<file path="src/rtl/core/drct_pkg.sv">
package drct_pkg;

  localparam int RING_ENTRIES = 32;
  localparam int IDX_W = $clog2(RING_ENTRIES);
  localparam int FRAG_MAX_BYTES = 4096;
  localparam int MAX_DESC_WORDS = 65534;
  localparam int FRAG_W = 13;
  localparam int REQ_W = 20;
  localparam int BYTES_W = 32;
  localparam int STAT_W = 5;

  localparam logic [STAT_W-1:0] CAUSE_MASK = 5'h1C;
  localparam int HALTED_POS = 0;

  localparam int IN_DATA_W = 16;
  localparam int OUT_DATA_W = 64;
  localparam int CFG_IDX_W = 1;
  localparam int CFG_DATA_W = 32;

  typedef enum logic [2:0] {
    ACT_START   = 3'd0,
    ACT_ACK     = 3'd1,
    ACT_REFILL  = 3'd2,
    ACT_STOP    = 3'd3,
    ACT_RESTART = 3'd4
  } action_t;

  typedef enum logic [CFG_IDX_W-1:0] {
    REG_REQ_FRAG  = 1'b0,
    REG_TOTAL     = 1'b1
  } cfg_reg_t;

  typedef enum logic {
    REQ_START = 1'b0,
    REQ_IRQ   = 1'b1
  } req_t;

endpackage

</file>
<file path="src/rtl/core/dma_ring_completion_tracker.sv">
// Completion tracker for a cyclic ring of playback descriptors. A start transaction
// (in_tuser = 0) produces one result; an interrupt transaction (in_tuser = 1) on an
// active stream with a completion cause set produces an acknowledge, one refill or stop
// result per completed descriptor and an optional restart, and is silently dropped
// otherwise. Results leave one per cycle, unless out_tready holds them, through a single
// output register, and a walk covers at most 31 descriptors; one shared 33-bit add and
// compare against the stream length is stepped once per descriptor by the sequencer, and
// in_tready stays low until the item's last result is loaded. Configuration writes are
// taken in any cycle.
module dma_ring_completion_tracker import drct_pkg::*; (
  input  logic                  clk,
  input  logic                  rst_n,
  input  logic                  in_tvalid,
  output logic                  in_tready,
  // status_now[4:0], current_index[9:5], status_after[14:10], zero pad
  input  logic [IN_DATA_W-1:0]  in_tdata,
  // req_type[0]
  input  logic                  in_tuser,
  output logic                  out_tvalid,
  input  logic                  out_tready,
  // entry_index[4:0], ack_bits[9:5], fragment_bytes_out[22:10],
  // done_bytes[54:23], playing_index[59:55], zero pad
  output logic [OUT_DATA_W-1:0] out_tdata,
  // action[2:0]
  output logic [2:0]            out_tuser,
  output logic                  out_tlast,
  input  logic                  cfg_valid,
  output logic                  cfg_ready,
  input  logic [CFG_IDX_W-1:0]  cfg_index,
  input  logic [CFG_DATA_W-1:0] cfg_data
);

  typedef enum logic [1:0] {
    S_IDLE,
    S_FIRST,
    S_WALK,
    S_RESTART
  } state_t;

  localparam logic [IDX_W-1:0] LAST_IDX = IDX_W'(RING_ENTRIES - 1);
  localparam logic [REQ_W-1:0] REQ_MAX = REQ_W'(FRAG_MAX_BYTES);
  localparam logic [REQ_W-1:0] REQ_DESC_CAP = REQ_W'(2 * MAX_DESC_WORDS);
  localparam logic [REQ_W-1:0] REQ_MIN = REQ_W'(4);

  state_t               state_r, state_nxt;
  logic                 active_r, active_nxt;
  logic [IDX_W-1:0]     next_idx_r, next_idx_nxt;
  logic [BYTES_W-1:0]   played_r, played_nxt;
  logic [FRAG_W-1:0]    frag_r, frag_nxt;
  logic [REQ_W-1:0]     req_frag_r, req_frag_nxt;
  logic [BYTES_W-1:0]   total_r, total_nxt;
  logic [IDX_W-1:0]     steps_r, steps_nxt;

  req_t                 type_r, type_nxt;
  logic [STAT_W-1:0]    st_now_r, st_now_nxt;
  logic [IDX_W-1:0]     cur_r, cur_nxt;
  logic                 halted_r, halted_nxt;

  logic                 ov_r, ov_nxt;
  action_t              o_act_r, o_act_nxt;
  logic [IDX_W-1:0]     o_ent_r, o_ent_nxt;
  logic [STAT_W-1:0]    o_ack_r, o_ack_nxt;
  logic [FRAG_W-1:0]    o_frag_r, o_frag_nxt;
  logic [BYTES_W-1:0]   o_played_r, o_played_nxt;
  logic [IDX_W-1:0]     o_play_r, o_play_nxt;
  logic                 o_last_r, o_last_nxt;

  logic                 out_free;
  logic [REQ_W-1:0]     f0, f1, f2, f3;
  logic [BYTES_W:0]     sum;
  logic [BYTES_W-1:0]   sum_sat;
  logic [IDX_W-1:0]     idx_inc;
  logic                 in_acc;

  assign in_tready = (state_r == S_IDLE);
  assign cfg_ready = 1'b1;
  assign in_acc    = in_tvalid && in_tready;
  assign out_free  = !ov_r || out_tready;

  // fragment size derivation
  always_comb begin
    f0 = (req_frag_r == '0) ? REQ_MAX : req_frag_r;
    f1 = {f0[REQ_W-1:2], 2'b00};
    f2 = (f1 > REQ_MAX) ? REQ_MAX : f1;
    f3 = (f2 > REQ_DESC_CAP) ? REQ_DESC_CAP : f2;
    if (f3 < REQ_MIN) begin
      f3 = REQ_MIN;
    end
  end

  // shared add and saturate unit
  assign sum     = {1'b0, played_r} + {{(BYTES_W+1-FRAG_W){1'b0}}, frag_r};
  assign sum_sat = sum[BYTES_W] ? {BYTES_W{1'b1}} : sum[BYTES_W-1:0];
  assign idx_inc = (next_idx_r == LAST_IDX) ? '0 : next_idx_r + IDX_W'(1);

  always_comb begin
    state_nxt    = state_r;
    active_nxt   = active_r;
    next_idx_nxt = next_idx_r;
    played_nxt   = played_r;
    frag_nxt     = frag_r;
    req_frag_nxt = req_frag_r;
    total_nxt    = total_r;
    steps_nxt    = steps_r;
    type_nxt     = type_r;
    st_now_nxt   = st_now_r;
    cur_nxt      = cur_r;
    halted_nxt   = halted_r;
    ov_nxt       = ov_r && !out_tready;
    o_act_nxt    = o_act_r;
    o_ent_nxt    = o_ent_r;
    o_ack_nxt    = o_ack_r;
    o_frag_nxt   = o_frag_r;
    o_played_nxt = o_played_r;
    o_play_nxt   = o_play_r;
    o_last_nxt   = o_last_r;

    if (cfg_valid && cfg_ready) begin
      unique case (cfg_reg_t'(cfg_index))
        REG_REQ_FRAG: req_frag_nxt = cfg_data[REQ_W-1:0];
        REG_TOTAL:    total_nxt    = cfg_data[BYTES_W-1:0];
        default:      total_nxt    = total_r;
      endcase
    end

    unique case (state_r)
      S_IDLE: begin
        if (in_acc) begin
          type_nxt   = req_t'(in_tuser);
          st_now_nxt = in_tdata[STAT_W-1:0];
          cur_nxt    = in_tdata[STAT_W+IDX_W-1:STAT_W];
          halted_nxt = in_tdata[STAT_W+IDX_W+HALTED_POS];
          // drop interrupts on an idle stream or without a cause
          if (req_t'(in_tuser) == REQ_START ||
              (active_r && (in_tdata[STAT_W-1:0] & CAUSE_MASK) != '0)) begin
            state_nxt = S_FIRST;
          end
        end
      end
      S_FIRST: begin
        if (out_free) begin
          ov_nxt    = 1'b1;
          o_play_nxt = '0;
          steps_nxt = '0;
          if (type_r == REQ_START) begin
            frag_nxt     = f3[FRAG_W-1:0];
            next_idx_nxt = '0;
            played_nxt   = '0;
            active_nxt   = 1'b1;
            o_act_nxt    = ACT_START;
            o_ent_nxt    = LAST_IDX;
            o_ack_nxt    = CAUSE_MASK;
            o_frag_nxt   = f3[FRAG_W-1:0];
            o_played_nxt = '0;
            o_last_nxt   = 1'b1;
            state_nxt    = S_IDLE;
          end else begin
            o_act_nxt    = ACT_ACK;
            o_ent_nxt    = '0;
            o_ack_nxt    = st_now_r & CAUSE_MASK;
            o_frag_nxt   = frag_r;
            o_played_nxt = played_r;
            o_last_nxt   = (next_idx_r == cur_r) && !halted_r;
            priority if (next_idx_r != cur_r) begin
              state_nxt = S_WALK;
            end else if (halted_r) begin
              state_nxt = S_RESTART;
            end else begin
              state_nxt = S_IDLE;
            end
          end
        end
      end
      S_WALK: begin
        if (out_free) begin
          ov_nxt       = 1'b1;
          steps_nxt    = steps_r + IDX_W'(1);
          next_idx_nxt = idx_inc;
          played_nxt   = sum_sat;
          o_ent_nxt    = next_idx_r;
          o_frag_nxt   = frag_r;
          o_played_nxt = sum_sat;
          o_play_nxt   = idx_inc;
          if (sum_sat >= total_r) begin
            active_nxt = 1'b0;
            o_act_nxt  = ACT_STOP;
            o_ack_nxt  = CAUSE_MASK;
            o_last_nxt = 1'b1;
            state_nxt  = S_IDLE;
          end else begin
            o_act_nxt = ACT_REFILL;
            o_ack_nxt = '0;
            priority if (idx_inc != cur_r && (steps_r + IDX_W'(1)) < LAST_IDX) begin
              o_last_nxt = 1'b0;
              state_nxt  = S_WALK;
            end else if (halted_r) begin
              o_last_nxt = 1'b0;
              state_nxt  = S_RESTART;
            end else begin
              o_last_nxt = 1'b1;
              state_nxt  = S_IDLE;
            end
          end
        end
      end
      S_RESTART: begin
        if (out_free) begin
          ov_nxt       = 1'b1;
          o_act_nxt    = ACT_RESTART;
          o_ent_nxt    = '0;
          o_ack_nxt    = '0;
          o_frag_nxt   = frag_r;
          o_played_nxt = played_r;
          o_play_nxt   = '0;
          o_last_nxt   = 1'b1;
          state_nxt    = S_IDLE;
        end
      end
      default: state_nxt = S_IDLE;
    endcase
  end

  always_ff @(posedge clk) begin
    if (!rst_n) begin
      state_r    <= S_IDLE;
      active_r   <= 1'b0;
      next_idx_r <= '0;
      played_r   <= '0;
      frag_r     <= FRAG_W'(FRAG_MAX_BYTES);
      req_frag_r <= '0;
      total_r    <= '0;
      ov_r       <= 1'b0;
    end else begin
      state_r    <= state_nxt;
      active_r   <= active_nxt;
      next_idx_r <= next_idx_nxt;
      played_r   <= played_nxt;
      frag_r     <= frag_nxt;
      req_frag_r <= req_frag_nxt;
      total_r    <= total_nxt;
      ov_r       <= ov_nxt;
    end
    steps_r    <= steps_nxt;
    type_r     <= type_nxt;
    st_now_r   <= st_now_nxt;
    cur_r      <= cur_nxt;
    halted_r   <= halted_nxt;
    o_act_r    <= o_act_nxt;
    o_ent_r    <= o_ent_nxt;
    o_ack_r    <= o_ack_nxt;
    o_frag_r   <= o_frag_nxt;
    o_played_r <= o_played_nxt;
    o_play_r   <= o_play_nxt;
    o_last_r   <= o_last_nxt;
  end

  assign out_tvalid = ov_r;
  assign out_tuser  = o_act_r;
  assign out_tlast  = o_last_r;
  assign out_tdata  = {{(OUT_DATA_W-2*IDX_W-STAT_W-FRAG_W-BYTES_W){1'b0}},
                       o_play_r, o_played_r, o_frag_r, o_ack_r, o_ent_r};

endmodule
</file>
<file path="config.mk">
export PLATFORM = sky130hd
export DESIGN_NAME = dma_ring_completion_tracker
export DESIGN_NICKNAME = d
export VERILOG_FILES = /design/src/rtl/core/drct_pkg.sv /design/src/rtl/core/dma_ring_completion_tracker.sv
export SDC_FILE = /design/constraint.sdc
export NUM_CORES = 1
export LEC_CHECK = 0
export BUFFER_PORTS_ARGS = -buffer_cell sky130_fd_sc_hd__buf_2
export CELL_PAD_IN_SITES_DETAIL_PLACEMENT = 0
export CELL_PAD_IN_SITES_GLOBAL_PLACEMENT = 1
export CORE_MARGIN = 8
export CORE_UTILIZATION = 40
export DETAILED_ROUTE_END_ITERATION = 10
export GPL_ROUTABILITY_DRIVEN = 0
export HOLD_SLACK_MARGIN = 0.1
export PLACE_DENSITY = 0.8
export REMOVE_ABC_BUFFERS = 1
export SKIP_CTS_REPAIR_TIMING = 1
export SYNTH_ARGS = -nofsm -noshare
export SYNTH_HDL_FRONTEND = slang
export SYNTH_SLANG_ARGS = --single-unit
</file>
<file path="constraint.sdc">
create_clock -name clk -period 5.25 [get_ports clk]
set_clock_uncertainty 0.2 [all_clocks]
set_input_delay 0 -clock clk [delete_from_list [all_inputs] [get_ports clk]]
set_output_delay 0 -clock clk [all_outputs]
set_load 0.05 [all_outputs]
</file>
## Word level (Yosys, flattened, before mapping)

Index checks and enable logic that the tools add are counted.

- ROM bits: 0
- Output and inout bits: 71
- Register bits: 187
- Bits in latches: 0
- Word-level logic and storage cells: 142
- Memory bits (writable): 0
- Memories: 0

- Equality and inequality tests: 16
- $lt $le $gt $ge: 5
- Bitwise gates (word level): 2
- Multiplexer cells: 65
- Divide/modulo/power cells: 0
- Shift-type cells: 0
- Add/subtract/negate cells: 3
- Multiply operators: 0
- Reduce and logical (&&, ||, !) cells: 31

Operators with widths:

| cell | count |
|---|---|
| 2-to-1 mux 32 bit | 5 |
| case mux 32 bit (3 select lines) | 1 |
| 2-to-1 mux 5 bit | 13 |
| case mux 32 bit (2 select lines) | 1 |
| 2-to-1 mux 20 bit | 3 |
| 2-to-1 mux 13 bit | 4 |
| adder 32 x 13 -> 33 bit | 1 |
| greater-or-equal comparator 32 bit | 1 |
| case mux 5 bit (2 select lines) | 3 |
| case mux 5 bit (3 select lines) | 2 |
| case mux 13 bit (2 select lines) | 1 |
| > comparator 20 x 13 -> 1 bit (second input constant) | 1 |
| > comparator 20 x 17 -> 1 bit (second input constant) | 1 |
| zero test 20 bit | 1 |
| < comparator 20 x 3 -> 1 bit (second input constant) | 1 |
| 2-to-1 mux 2 bit | 10 |
| 2-to-1 mux 1 bit | 15 |
| adder 5 x 1 -> 5 bit (second input constant) | 2 |
| inequality test 2 bit (second input constant) | 5 |
| inequality test 5 bit | 2 |
| AND reduction 5 bit | 2 |
| 2-to-1 mux 3 bit | 3 |
| case mux 3 bit (3 select lines) | 1 |
| AND reduction 3 bit | 3 |
| 21 further kinds | 40 |

## Longest topological paths before layout

Gate-level depths: netlist of the first run.

- Word-level depth: 11
- Gate-level depth with buffers: 21
- Mapped depth without buffers: 20

## Worst setup path after synthesis of the first run

No wires, ideal clock.

- Path kind: reg2reg
- From: reg state_r[0]
- To: reg frag_r[10]
- Data arrival time: 3.966 ns
- Data required time: 4.991 ns
- Setup slack: 1.025 ns
- Stages on the path, launching flop included: 8
- Library setup time: 0.059 ns
- Clock period less this slack: 4.225 ns
- Cells stage by stage: dfxtp_1 > clkbuf_1 > nor2_1 > nor2_1 > nand2_1 > clkbuf_1 > o21ai_0 > and2_1

- Longest elaborated chain between the ends: 2

Ends and longest elaborated chain:

| what | RTL line | source |
|---|---|---|
| start, declared | dma_ring_completion_tracker.sv:45 | `state_t state_r, state_nxt;` |
| start signal, assigned | dma_ring_completion_tracker.sv:234 | `state_r <= state_nxt;` |
| equality test 2 x 1 -> 1 bit | dma_ring_completion_tracker.sv:126 | `unique case (state_r)` |
| AND reduction 2 bit (no line) | n/a |  |
| end signal, assigned | dma_ring_completion_tracker.sv:229 | `frag_r <= FRAG_W'(FRAG_MAX_BYTES);` |
| end signal, assigned | dma_ring_completion_tracker.sv:238 | `frag_r <= frag_nxt;` |
| end, declared | dma_ring_completion_tracker.sv:49 | `logic [FRAG_W-1:0] frag_r, frag_nxt;` |

Every way passes these cells.
A chain may end at the register's enable or synchronous reset.

## Final worst setup path of the first run

- From: reg played_r[0]
- To: reg state_r[0]

- Longest elaborated chain between the ends: 6

Ends and longest elaborated chain:

| what | RTL line | source |
|---|---|---|
| start, declared | dma_ring_completion_tracker.sv:48 | `logic [BYTES_W-1:0] played_r, played_nxt;` |
| start signal, assigned | dma_ring_completion_tracker.sv:237 | `played_r <= played_nxt;` |
| adder 32 x 13 -> 33 bit | dma_ring_completion_tracker.sv:92 | `assign sum = {1'b0, played_r} + {{(BYTES_W+1-FRAG_W){1'b0}}, frag_r};` |
| 2-to-1 mux 32 bit | dma_ring_completion_tracker.sv:93 | `assign sum_sat = sum[BYTES_W] ? {BYTES_W{1'b1}} : sum[BYTES_W-1:0];` |
| greater-or-equal comparator 32 bit | dma_ring_completion_tracker.sv:184 | `if (sum_sat >= total_r) begin` |
| 2-to-1 mux 2 bit | dma_ring_completion_tracker.sv:184 |  |
| 2-to-1 mux 2 bit | dma_ring_completion_tracker.sv:175 | `if (out_free) begin` |
| case mux 2 bit (4 select lines) | dma_ring_completion_tracker.sv:126 |  |

Every way passes these cells. The select of a mux whose other input is x is not followed.

==> impl_metrics.yaml, run 1 <==
synthesis:
  yosys_warnings: 0
  ys.flop_type: "dfxtp_1"
  ys_async_sr_fraction_pct: 0
  seq_area_frac_synth_pct: 45.5
  synth.area.mux_share_pct: 0.103
  synth_edf_count: 77
  avgSynthCellArea_um2: 8.96
  synth_compound_area_share_pct: 21.3
  ys_types: 71
  synthXorXnorAreaFrac_pct: 2.78
  synth_area_um2: 9750
  yosys_register_bits: 183
  synth_simple_gate_area_share_pct: 18.4
  yosys.area_share.adder_pct: 6.36
  synthCells: 1088
  synth_top_family_by_area: "compound AO/OA/AOI/OAI gates"
critical_path:
  critPathLaunchType: "flip-flop"
  regToRegEndpoint: "state_r[0]$_SDFFE_PN0P_"
  path_delay_family: "compound AO/OA/AOI/OAI gates"
  crit_start: "played_r[0]$_SDFFE_PN0P_"
  reg2reg_slack_ps: 320
  crit_chain: "ha_1 > inv_1 > fa_1 > nor2b_1 > o21a_1 > o21ai_0 > a21oi_2 > o31ai_2 > nor2_8 > nor2_1 > ha_1 > nand2b_1 > a2111o_1 > a31oi_1 > a31oi_1 > o21ai_0 > and4bb_2 > or3b_1 > a21boi_0"
  worstReg2RegStart: "played_r[0]$_SDFFE_PN0P_"
  critical_path_class: "flip-flop to flip-flop"
  crit_path_end_kind: "flip-flop"
  critPathRequiredTime_ps: 5390
  slowest_stage: "o31ai_2"
  max_stage_delay_ps: 430
  r2r_cells: 19
  cp.depth: 19
  critPathCapture: "state_r[0]$_SDFFE_PN0P_"
  cp_max_fo: 9
  critPathArrivalTime_ps: 5070
  cp.buffers_inverters: 1
drt:
  postRouteAntennaNets: 0
  drt_iter0_drc: 680
  drt-total-wl_mm: 26.3
  vias: 8210
  vias_per_cell: 5.18
  drt_pass1_iterations: 5
  avgRoutedWirePerCell_um: 16.6
  drc: 0
job:
  maxCapViolCount: 0
clock_tree:
  htreeDepth: 4
  numCtsBuffers: 17
  cts_buffer_depth: 2
  clk_latency_ps: 430
  clkSlewWorstSetupHoldPaths_ps: 70
  clockRootBuffer: "clkbuf_16"
  cts_tree: "built"
  cts.sink_count: 183
grt:
  grt_first_pass_wirelength_mm: 41.0
  grt_usage_pct: 17.7
  grt_max_degree: 67
  first_global_vias: 7535
  grt-ovfl-total: 0
  antenna_found_initial: 0
cells_and_area:
  area_growth_pct: 21.7
  seqCellArea_um2: 4430
  drive_gt1_share_pct: 14.7
  multiInputGateArea_um2: 4810
  finalNetCount: 1351
  design_area_um2: 11900
  nFillCells: 2345
  antennaDiodeCount: 0
place:
  dp_slack_ps: 420
  dpl_cell_area_um2: 10600
  io_buffers: 111
  dpl.hpwl_mm: 19.0
timing:
  fin_crit_ps: 4930
  grt_setup_unrepaired: "no"
  worstMarginPinSlew_ps: 1100
  finalSetupViolations: 0
  drv_slew: 0
  hold_viol: 0
  setup_slack_ps: 325
  fmaxAchievable_mhz: 203
  finalCritPeriodShare_pct: 93.8
  slew_headroom_pct: 26.6
  tns_ps: 0
floorplan:
  initial_core_util_pct: 40.5
  coreArea_um2: 24100
  dieHeight_um: 172
  dieArea_um2: 29600
  core.rowCount: 57
  die_w_um: 172
  io_pins: 126
power:
  p_leak_nw: 4.66
  power_density_nw_per_um2: 279
  worst_ir_drop_vdd_v: 0.000197
min_path:
  min_path_cells: 2
  hp-class: "input pin to flip-flop"
run_status:
  status: "finished clean"
[worst min path at each step]
stage                     slack [ps]         start                 endpoint
after floorplan                 -110         rst_n  frag_r[12]$_SDFFE_PN1P_
after global placement           -20   in_tdata[9]       cur_r[4]$_DFFE_PP_
after CTS                       -470   in_tdata[7]       cur_r[2]$_DFFE_PP_
after global routing             120   in_tdata[8]       cur_r[3]$_DFFE_PP_
after detailed placement         -20  in_tdata[10]       halted_r$_DFFE_PP_
final                            120   in_tdata[3]    st_now_r[3]$_DFFE_PP_
[flip-flops by register name, summed over array words and instances, names as in the netlist]
signal,count
o_played_r,32
played_r,32
total_r,32
req_frag_r,20
frag_r,13
o_frag_r,13
cur_r,5
next_idx_r,5
o_ent_r,5
o_play_r,5
steps_r,5
o_ack_r,3
out_tuser,3
st_now_r,3
state_r,2
active_r,1
halted_r,1
out_tlast,1
out_tvalid,1
type_r,1
[power breakdown]
| part | internal (mW) | switching (mW) | total [mW] |
|---|---|---|---|
| registers | 1.54 | 0.0310 | 1.58 |
| logic | 0.143 | 0.300 | 0.443 |
| clock network | 0.711 | 0.580 | 1.29 |
[metrics by stage]
step / total power, mW / utilization (%) / hold WS, ps / instances
floorplan: 1.87 / - / -111 / 1028
global placement: 2.01 / 43.8 / -22.2 / 1480
detailed placement: 2.01 / 43.8 / -20.1 / 1480
CTS: 3.29 / 46.2 / -466 / 1512
global route: 3.44 / 49.2 / 117 / 1584
finish: 3.31 / 49.2 / 123 / 1584
[layer usage]
metal | share of wire, % | global-route usage [%] | wire length, µm | vias to the layer above
met4 | 1.2 | 4.99 | 325 | 0
met1 | 49 | 24.8 | 13000 | 3853
met3 | 4.5 | 3.08 | 1190 | 22
li1 | - | - | - | 4143
met5 | 0 | 0 | 0 | -
met2 | 45 | 27.6 | 11800 | 192
[area by class of cell]
type | instances | share of cell area, %
inverters | 61 | 1.93
well taps | 324 | 3.42
clock inverters | 13 | 1.24
clock buffers | 19 | 3.65
multi-input cells | 784 | 40.6
flip-flops and latches | 183 | 37.4
repair buffers | 200 | 11.8
[synth_stat cells, drive strengths merged (20+ instances only)]
cell type,number,area share [%]
ha,48,6.2
edfxtp,77,24
nor2,48,2.2
xnor2,22,2.0
dfxtp,106,22
nor3,22,1.1
clkbuf,46,1.8
inv,61,2.3
nand3,20,1.0
a21boi,56,4.3
o21ai,86,4.5
a21oi,66,3.5
nand2,197,7.6
[cells in the final DEF, fill, tap and decap left out, types with 6 or more instances in the layout]
cell type,instances
nand2_1,197
buf_2,111
dfxtp_1,106
o21ai_0,82
edfxtp_1,77
dlygate4sd3_1,72
a21oi_1,64
inv_1,61
a21boi_0,56
ha_1,48
nor2_1,45
nor3_1,22
xnor2_1,22
nand3_1,20
a22o_1,19
nor2b_1,18
clkbuf_16,17
buf_4,17
and2_1,16
a31oi_1,13
o21a_1,12
o31ai_1,11
and3_1,10
nand4_1,10
xor2_1,9
a21o_1,8
or3_1,8
nand2b_1,8
conb_1,7
o22ai_1,6
[cells by family (layout without fill, tap and decap cells)]
| family | Yosys count | count (layout) |
|---|---|---|
| compound gates | 316 | 316 |
| simple gates | 380 | 380 |
| other cells | 2 | 7 |
| fa+ha+maj | 49 | 49 |
| mux | 1 | 1 |
| xor+xnor | 31 | 31 |
| buf+inv | 126 | 293 |
| flops | 183 | 183 |
Power figures use the tool's default switching activity.
==> run 2, diff against run 1 <==
--- a/config.mk
+++ b/config.mk
@@ -6,14 +6,15 @@
 export NUM_CORES = 1
 export LEC_CHECK = 0
 export BUFFER_PORTS_ARGS = -buffer_cell sky130_fd_sc_hd__buf_2
-export CELL_PAD_IN_SITES_DETAIL_PLACEMENT = 0
+export CAP_MARGIN = 25
+export CELL_PAD_IN_SITES_DETAIL_PLACEMENT = 1
 export CELL_PAD_IN_SITES_GLOBAL_PLACEMENT = 1
 export CORE_MARGIN = 8
 export CORE_UTILIZATION = 40
 export DETAILED_ROUTE_END_ITERATION = 10
 export GPL_ROUTABILITY_DRIVEN = 0
 export HOLD_SLACK_MARGIN = 0.1
-export PLACE_DENSITY = 0.8
+export PLACE_DENSITY_LB_ADDON = 0.1
 export REMOVE_ABC_BUFFERS = 1
 export SKIP_CTS_REPAIR_TIMING = 1
 export SYNTH_ARGS = -nofsm -noshare
==> impl_metrics.yaml, run 2 (synthesis results as in run 1) <==
cells_and_area:
  nFillCells: 2817
  drive_gt1_share_pct: 15.2
  area_growth_pct: 22.6
  multiInputGateArea_um2: 4830
  largestRegisters: "o_played_r (32), played_r (32), total_r (32)"
  finalNetCount: 1352
  seqCellArea_um2: 4430
  antennaDiodeCount: 0
  mostFrequentLayoutCell: "nand2_1"
  layout_common_cells: "197 x nand2_1, 111 x buf_2, 106 x dfxtp_1"
clock_tree:
  htreeDepth: 4
  numCtsBuffers: 17
  clkSlewWorstSetupHoldPaths_ps: 70
  cts_buffer_depth: 2
  clk_latency_ps: 430
  cts_tree: "built"
  clockRootBuffer: "clkbuf_16"
  cts.sink_count: 183
drt:
  vias: 8259
  drc: 0
  drt-total-wl_mm: 29.6
  postRouteAntennaNets: 0
  drt_pass1_iterations: 4
  avgRoutedWirePerCell_um: 18.7
  drt_iter0_drc: 350
  vias_per_cell: 5.21
timing:
  tns_ps: 0
  drv_slew: 0
  hold_viol: 0
  worstMarginPinSlew_ps: 846
  grt_setup_unrepaired: "no"
  finalCritPeriodShare_pct: 93.0
  fin_crit_ps: 4880
  finalSetupViolations: 0
  slew_headroom_pct: 43.3
  fmaxAchievable_mhz: 205
  whs_ps: 122
critical_path:
  critical_path_class: "flip-flop to flip-flop"
  critPathLaunchType: "flip-flop"
  slowest_stage: "fa_1"
  crit_chain: "ha_1 > inv_1 > fa_1 > nor2b_1 > o21a_1 > o21ai_1 > a21oi_2 > o31ai_2 > buf_4 > nor2_1 > a31oi_1 > ha_1 > nand4_1 > or2_2 > a31oi_1 > o21ai_0 > and4bb_2 > nand2b_1 > o21ai_0"
  max_stage_delay_ps: 380
  path_delay_family: "simple AND/OR/NAND/NOR gates"
  cp_max_fo: 11
  critPathArrivalTime_ps: 4940
  cp.buffers_inverters: 2
  crit_path_end_kind: "flip-flop"
  critPathRequiredTime_ps: 5310
power:
  totalPowerFinal_mw: 3.44
  worst_ir_drop_vdd_v: 0.000183
  p_leak_nw: 4.72
  power_density_nw_per_um2: 288
grt:
  grt_max_degree: 73
  grt_first_pass_wirelength_mm: 44.9
  antenna_found_initial: 1
  grt-ovfl-total: 0
  first_global_vias: 8033
  grt_usage_pct: 19.5
place:
  dpl.hpwl_mm: 20.9
  io_buffers: 111
job:
  maxCapViolCount: 0
floorplan:
  io_pins: 126
  coreArea_um2: 24100
  dieArea_um2: 29600
  die_w_um: 172
  initial_core_util_pct: 40.5
  core.rowCount: 57
  dieHeight_um: 172
min_path:
  hp-class: "input pin to flip-flop"
run_status:
  status: "finished clean"
==> run 2: cell count changes in the layout (fill, tap and decap cells not counted), sizes merged <==
cell,before,now
bufinv,2,4
dlygate4sd3,72,69
clkinvlp,3,4
clkinv,3,2
clkbuf,19,17
buf,128,132
==> run 2: cell type report <==
class	instances	area share, %
Timing Repair Buffer	201	11.9
Clock inverter	15	1.79
Tap cell	324	3.39
Clock buffer	17	3.56
Inverter	61	1.91
Multi-Input combinational cell	784	40.4
Sequential cell	183	37.1
==> run 2: final timing paths <==
path                                               start                        to  slack (ps)  cells after the start
worst max-delay path              frag_r[0]$_SDFFE_PN0P_      o_ack_r[2]$_DFFE_PP_         370                     19
worst min-delay path                         in_tdata[4]     st_now_r[4]$_DFFE_PP_         120                      2
worst max register to register    frag_r[0]$_SDFFE_PN0P_      o_ack_r[2]$_DFFE_PP_         370                     19
worst min register to register  total_r[13]$_SDFFE_PN0P_  total_r[13]$_SDFFE_PN0P_         270                      2
==> run 2: routing by layer <==
layer	global-route usage, %	wire [µm]
met1	26.4	14100
met2	32.3	14200
met3	3.17	1020
met4	4.35	270
met5	0	0
==> run 2: through the flow <==
step                      worst slack [ps]  area [µm²]  util (%)  std cells
after CTS                              215       11300      46.7       1515
after floorplan                        499        9470         -       1028
final                                  365       12000      49.6       1585
after global placement                 388       10600      43.9       1482
after global routing                  42.5       12000      49.6       1585
after detailed placement               267       10600      44.1       1483
==> run 2: where the power goes <==
part           switching (mW)  internal [mW]
combinational           0.308          0.145
sequential             0.0311           1.54
clock                   0.607          0.809
total                   0.946           2.50
==> run 3, diff against run 2 <==
--- a/config.mk
+++ b/config.mk
@@ -13,10 +13,10 @@
 export CORE_UTILIZATION = 40
 export DETAILED_ROUTE_END_ITERATION = 10
 export GPL_ROUTABILITY_DRIVEN = 0
+export GPL_TIMING_DRIVEN = 0
 export HOLD_SLACK_MARGIN = 0.1
 export PLACE_DENSITY_LB_ADDON = 0.1
 export REMOVE_ABC_BUFFERS = 1
-export SKIP_CTS_REPAIR_TIMING = 1
 export SYNTH_ARGS = -nofsm -noshare
 export SYNTH_HDL_FRONTEND = slang
 export SYNTH_SLANG_ARGS = --single-unit
==> impl_metrics.yaml, run 3 (synthesis results as in run 1) <==
drt:
  drt_iter0_drc: 385
  drt_pass1_iterations: 4
  drt-total-wl_mm: 29.5
  drc: 0
  postRouteAntennaNets: 0
  vias: 8291
  avgRoutedWirePerCell_um: 18.8
  vias_per_cell: 5.27
critical_path:
  crit_path_end_kind: "flip-flop"
  cp_max_fo: 9
  max_stage_delay_ps: 410
  crit_start: "frag_r[0]$_SDFFE_PN0P_"
  critPathArrivalTime_ps: 5100
  slowest_stage: "a2111o_1"
  critPathRequiredTime_ps: 5400
  worstReg2RegStart: "frag_r[0]$_SDFFE_PN0P_"
  critPathLaunchType: "flip-flop"
  critical_path_class: "flip-flop to flip-flop"
  crit_chain: "ha_1 > inv_1 > fa_1 > nor2b_1 > o21a_1 > o21ai_1 > a21oi_2 > o31ai_4 > buf_6 > nor2_8 > nor2_1 > ha_1 > nand2b_1 > a2111o_1 > a31oi_1 > a31oi_1 > o21ai_0 > and4bb_2 > or3b_1 > a21boi_0"
floorplan:
  core.rowCount: 57
  die_w_um: 172
  coreArea_um2: 24100
  dieHeight_um: 172
  io_pins: 126
  dieArea_um2: 29600
  initial_core_util_pct: 40.5
grt:
  grt_max_degree: 50
  grt_first_pass_wirelength_mm: 47.1
  grt_usage_pct: 20.4
  grt-ovfl-total: 0
  first_global_vias: 8606
  antenna_found_initial: 0
clock_tree:
  clkSlewWorstSetupHoldPaths_ps: 80
  htreeDepth: 4
  numCtsBuffers: 17
  cts.sink_count: 183
  clk_latency_ps: 440
  cts_tree: "built"
  cts_buffer_depth: 2
  clockRootBuffer: "clkbuf_16"
cells_and_area:
  largestRegisters: "o_played_r (32), played_r (32), total_r (32)"
  drive_gt1_share_pct: 14.7
  multiInputGateArea_um2: 4840
  design_area_um2: 11900
  post-route-util_pct: 49.3
  finalNetCount: 1340
  mostFrequentLayoutCell: "nand2_1"
  nFillCells: 2838
  antennaDiodeCount: 0
  area_growth_pct: 21.9
  final_cells: 1573
  seqCellArea_um2: 4430
  layout_common_cells: "197 x nand2_1, 111 x buf_2, 106 x dfxtp_1"
min_path:
  holdCritStartpoint: "cfg_data[21]"
  hp-class: "input pin to flip-flop"
place:
  io_buffers: 111
  dpl_cell_area_um2: 10600
  place_inst: 1472
  dpl.hpwl_mm: 21.1
power:
  p_leak_nw: 4.69
  worst_ir_drop_vdd_v: 0.000208
  totalPowerFinal_mw: 3.31
  power_density_nw_per_um2: 278
timing:
  finalCritPeriodShare_pct: 94.3
  worstMarginPinSlew_ps: 975
  hold_viol: 0
  slew_headroom_pct: 34.8
  tns_ps: 0
  fin_crit_ps: 4950
  finalSetupViolations: 0
  fmaxAchievable_mhz: 202
  grt_setup_unrepaired: "no"
  drv_slew: 0
run_status:
  status: "finished clean"
job:
  maxCapViolCount: 0
[run 3: stage by stage]
step | hold slack [ps] | setup slack, ps
final | 149 | 299
after global routing | 148 | 23.6
after CTS | 132 | 46.4
after detailed placement | -21.6 | -213
after global placement | -20.1 | -1560
after floorplan | -111 | 499
[run 3: power by group]
group / internal, mW / switching, mW / leakage, nW
sequential: 1.54 / 0.0312 / 1.57
clock: 0.667 / 0.612 / 0.270
combinational: 0.148 / 0.308 / 2.84
total: 2.36 / 0.951 / 4.69
[run 3: final cells by class]
class,instances,area share [%]
Sequential cell,183,37.3
Clock inverter,14,1.16
Timing Repair Buffer,189,11.9
Tap cell,324,3.41
Multi-Input combinational cell,784,40.7
Clock buffer,18,3.61
Inverter,61,1.93
[run 3: worst max-delay path: cells and delay by family, from the launching register on]
family	cells	cell delay (ps)
compound gates	9	1840
fa+ha+maj	3	840
buf+inv	2	220
flops	1	370
simple gates	6	1400
[run 3: final timing paths]
| check | end | slack, ps | cells after the start |
|---|---|---|---|
| min | total_r[21]$_SDFFE_PN0P_ | 150 | 4 |
| max reg2reg | state_r[0]$_SDFFE_PN0P_ | 300 | 20 |
| min reg2reg | total_r[14]$_SDFFE_PN0P_ | 260 | 2 |
| max | state_r[0]$_SDFFE_PN0P_ | 300 | 20 |
[run 3: what timing repair did]
item	4_1_cts	5_1_grt
hold endpoints to repair	96	0
buffers inserted	1	2
resized for setup	1	1
hold buffers	65	0
pin swaps	1	2
setup endpoints to repair	8	8
gates cloned	0	0
[run 3: routing by layer]
layer  share of wire [%]  GRT usage [%]
met5                   0              0
met4                 1.0           4.84
met3                 4.1           3.70
met2                  47           34.0
met1                  48           27.0
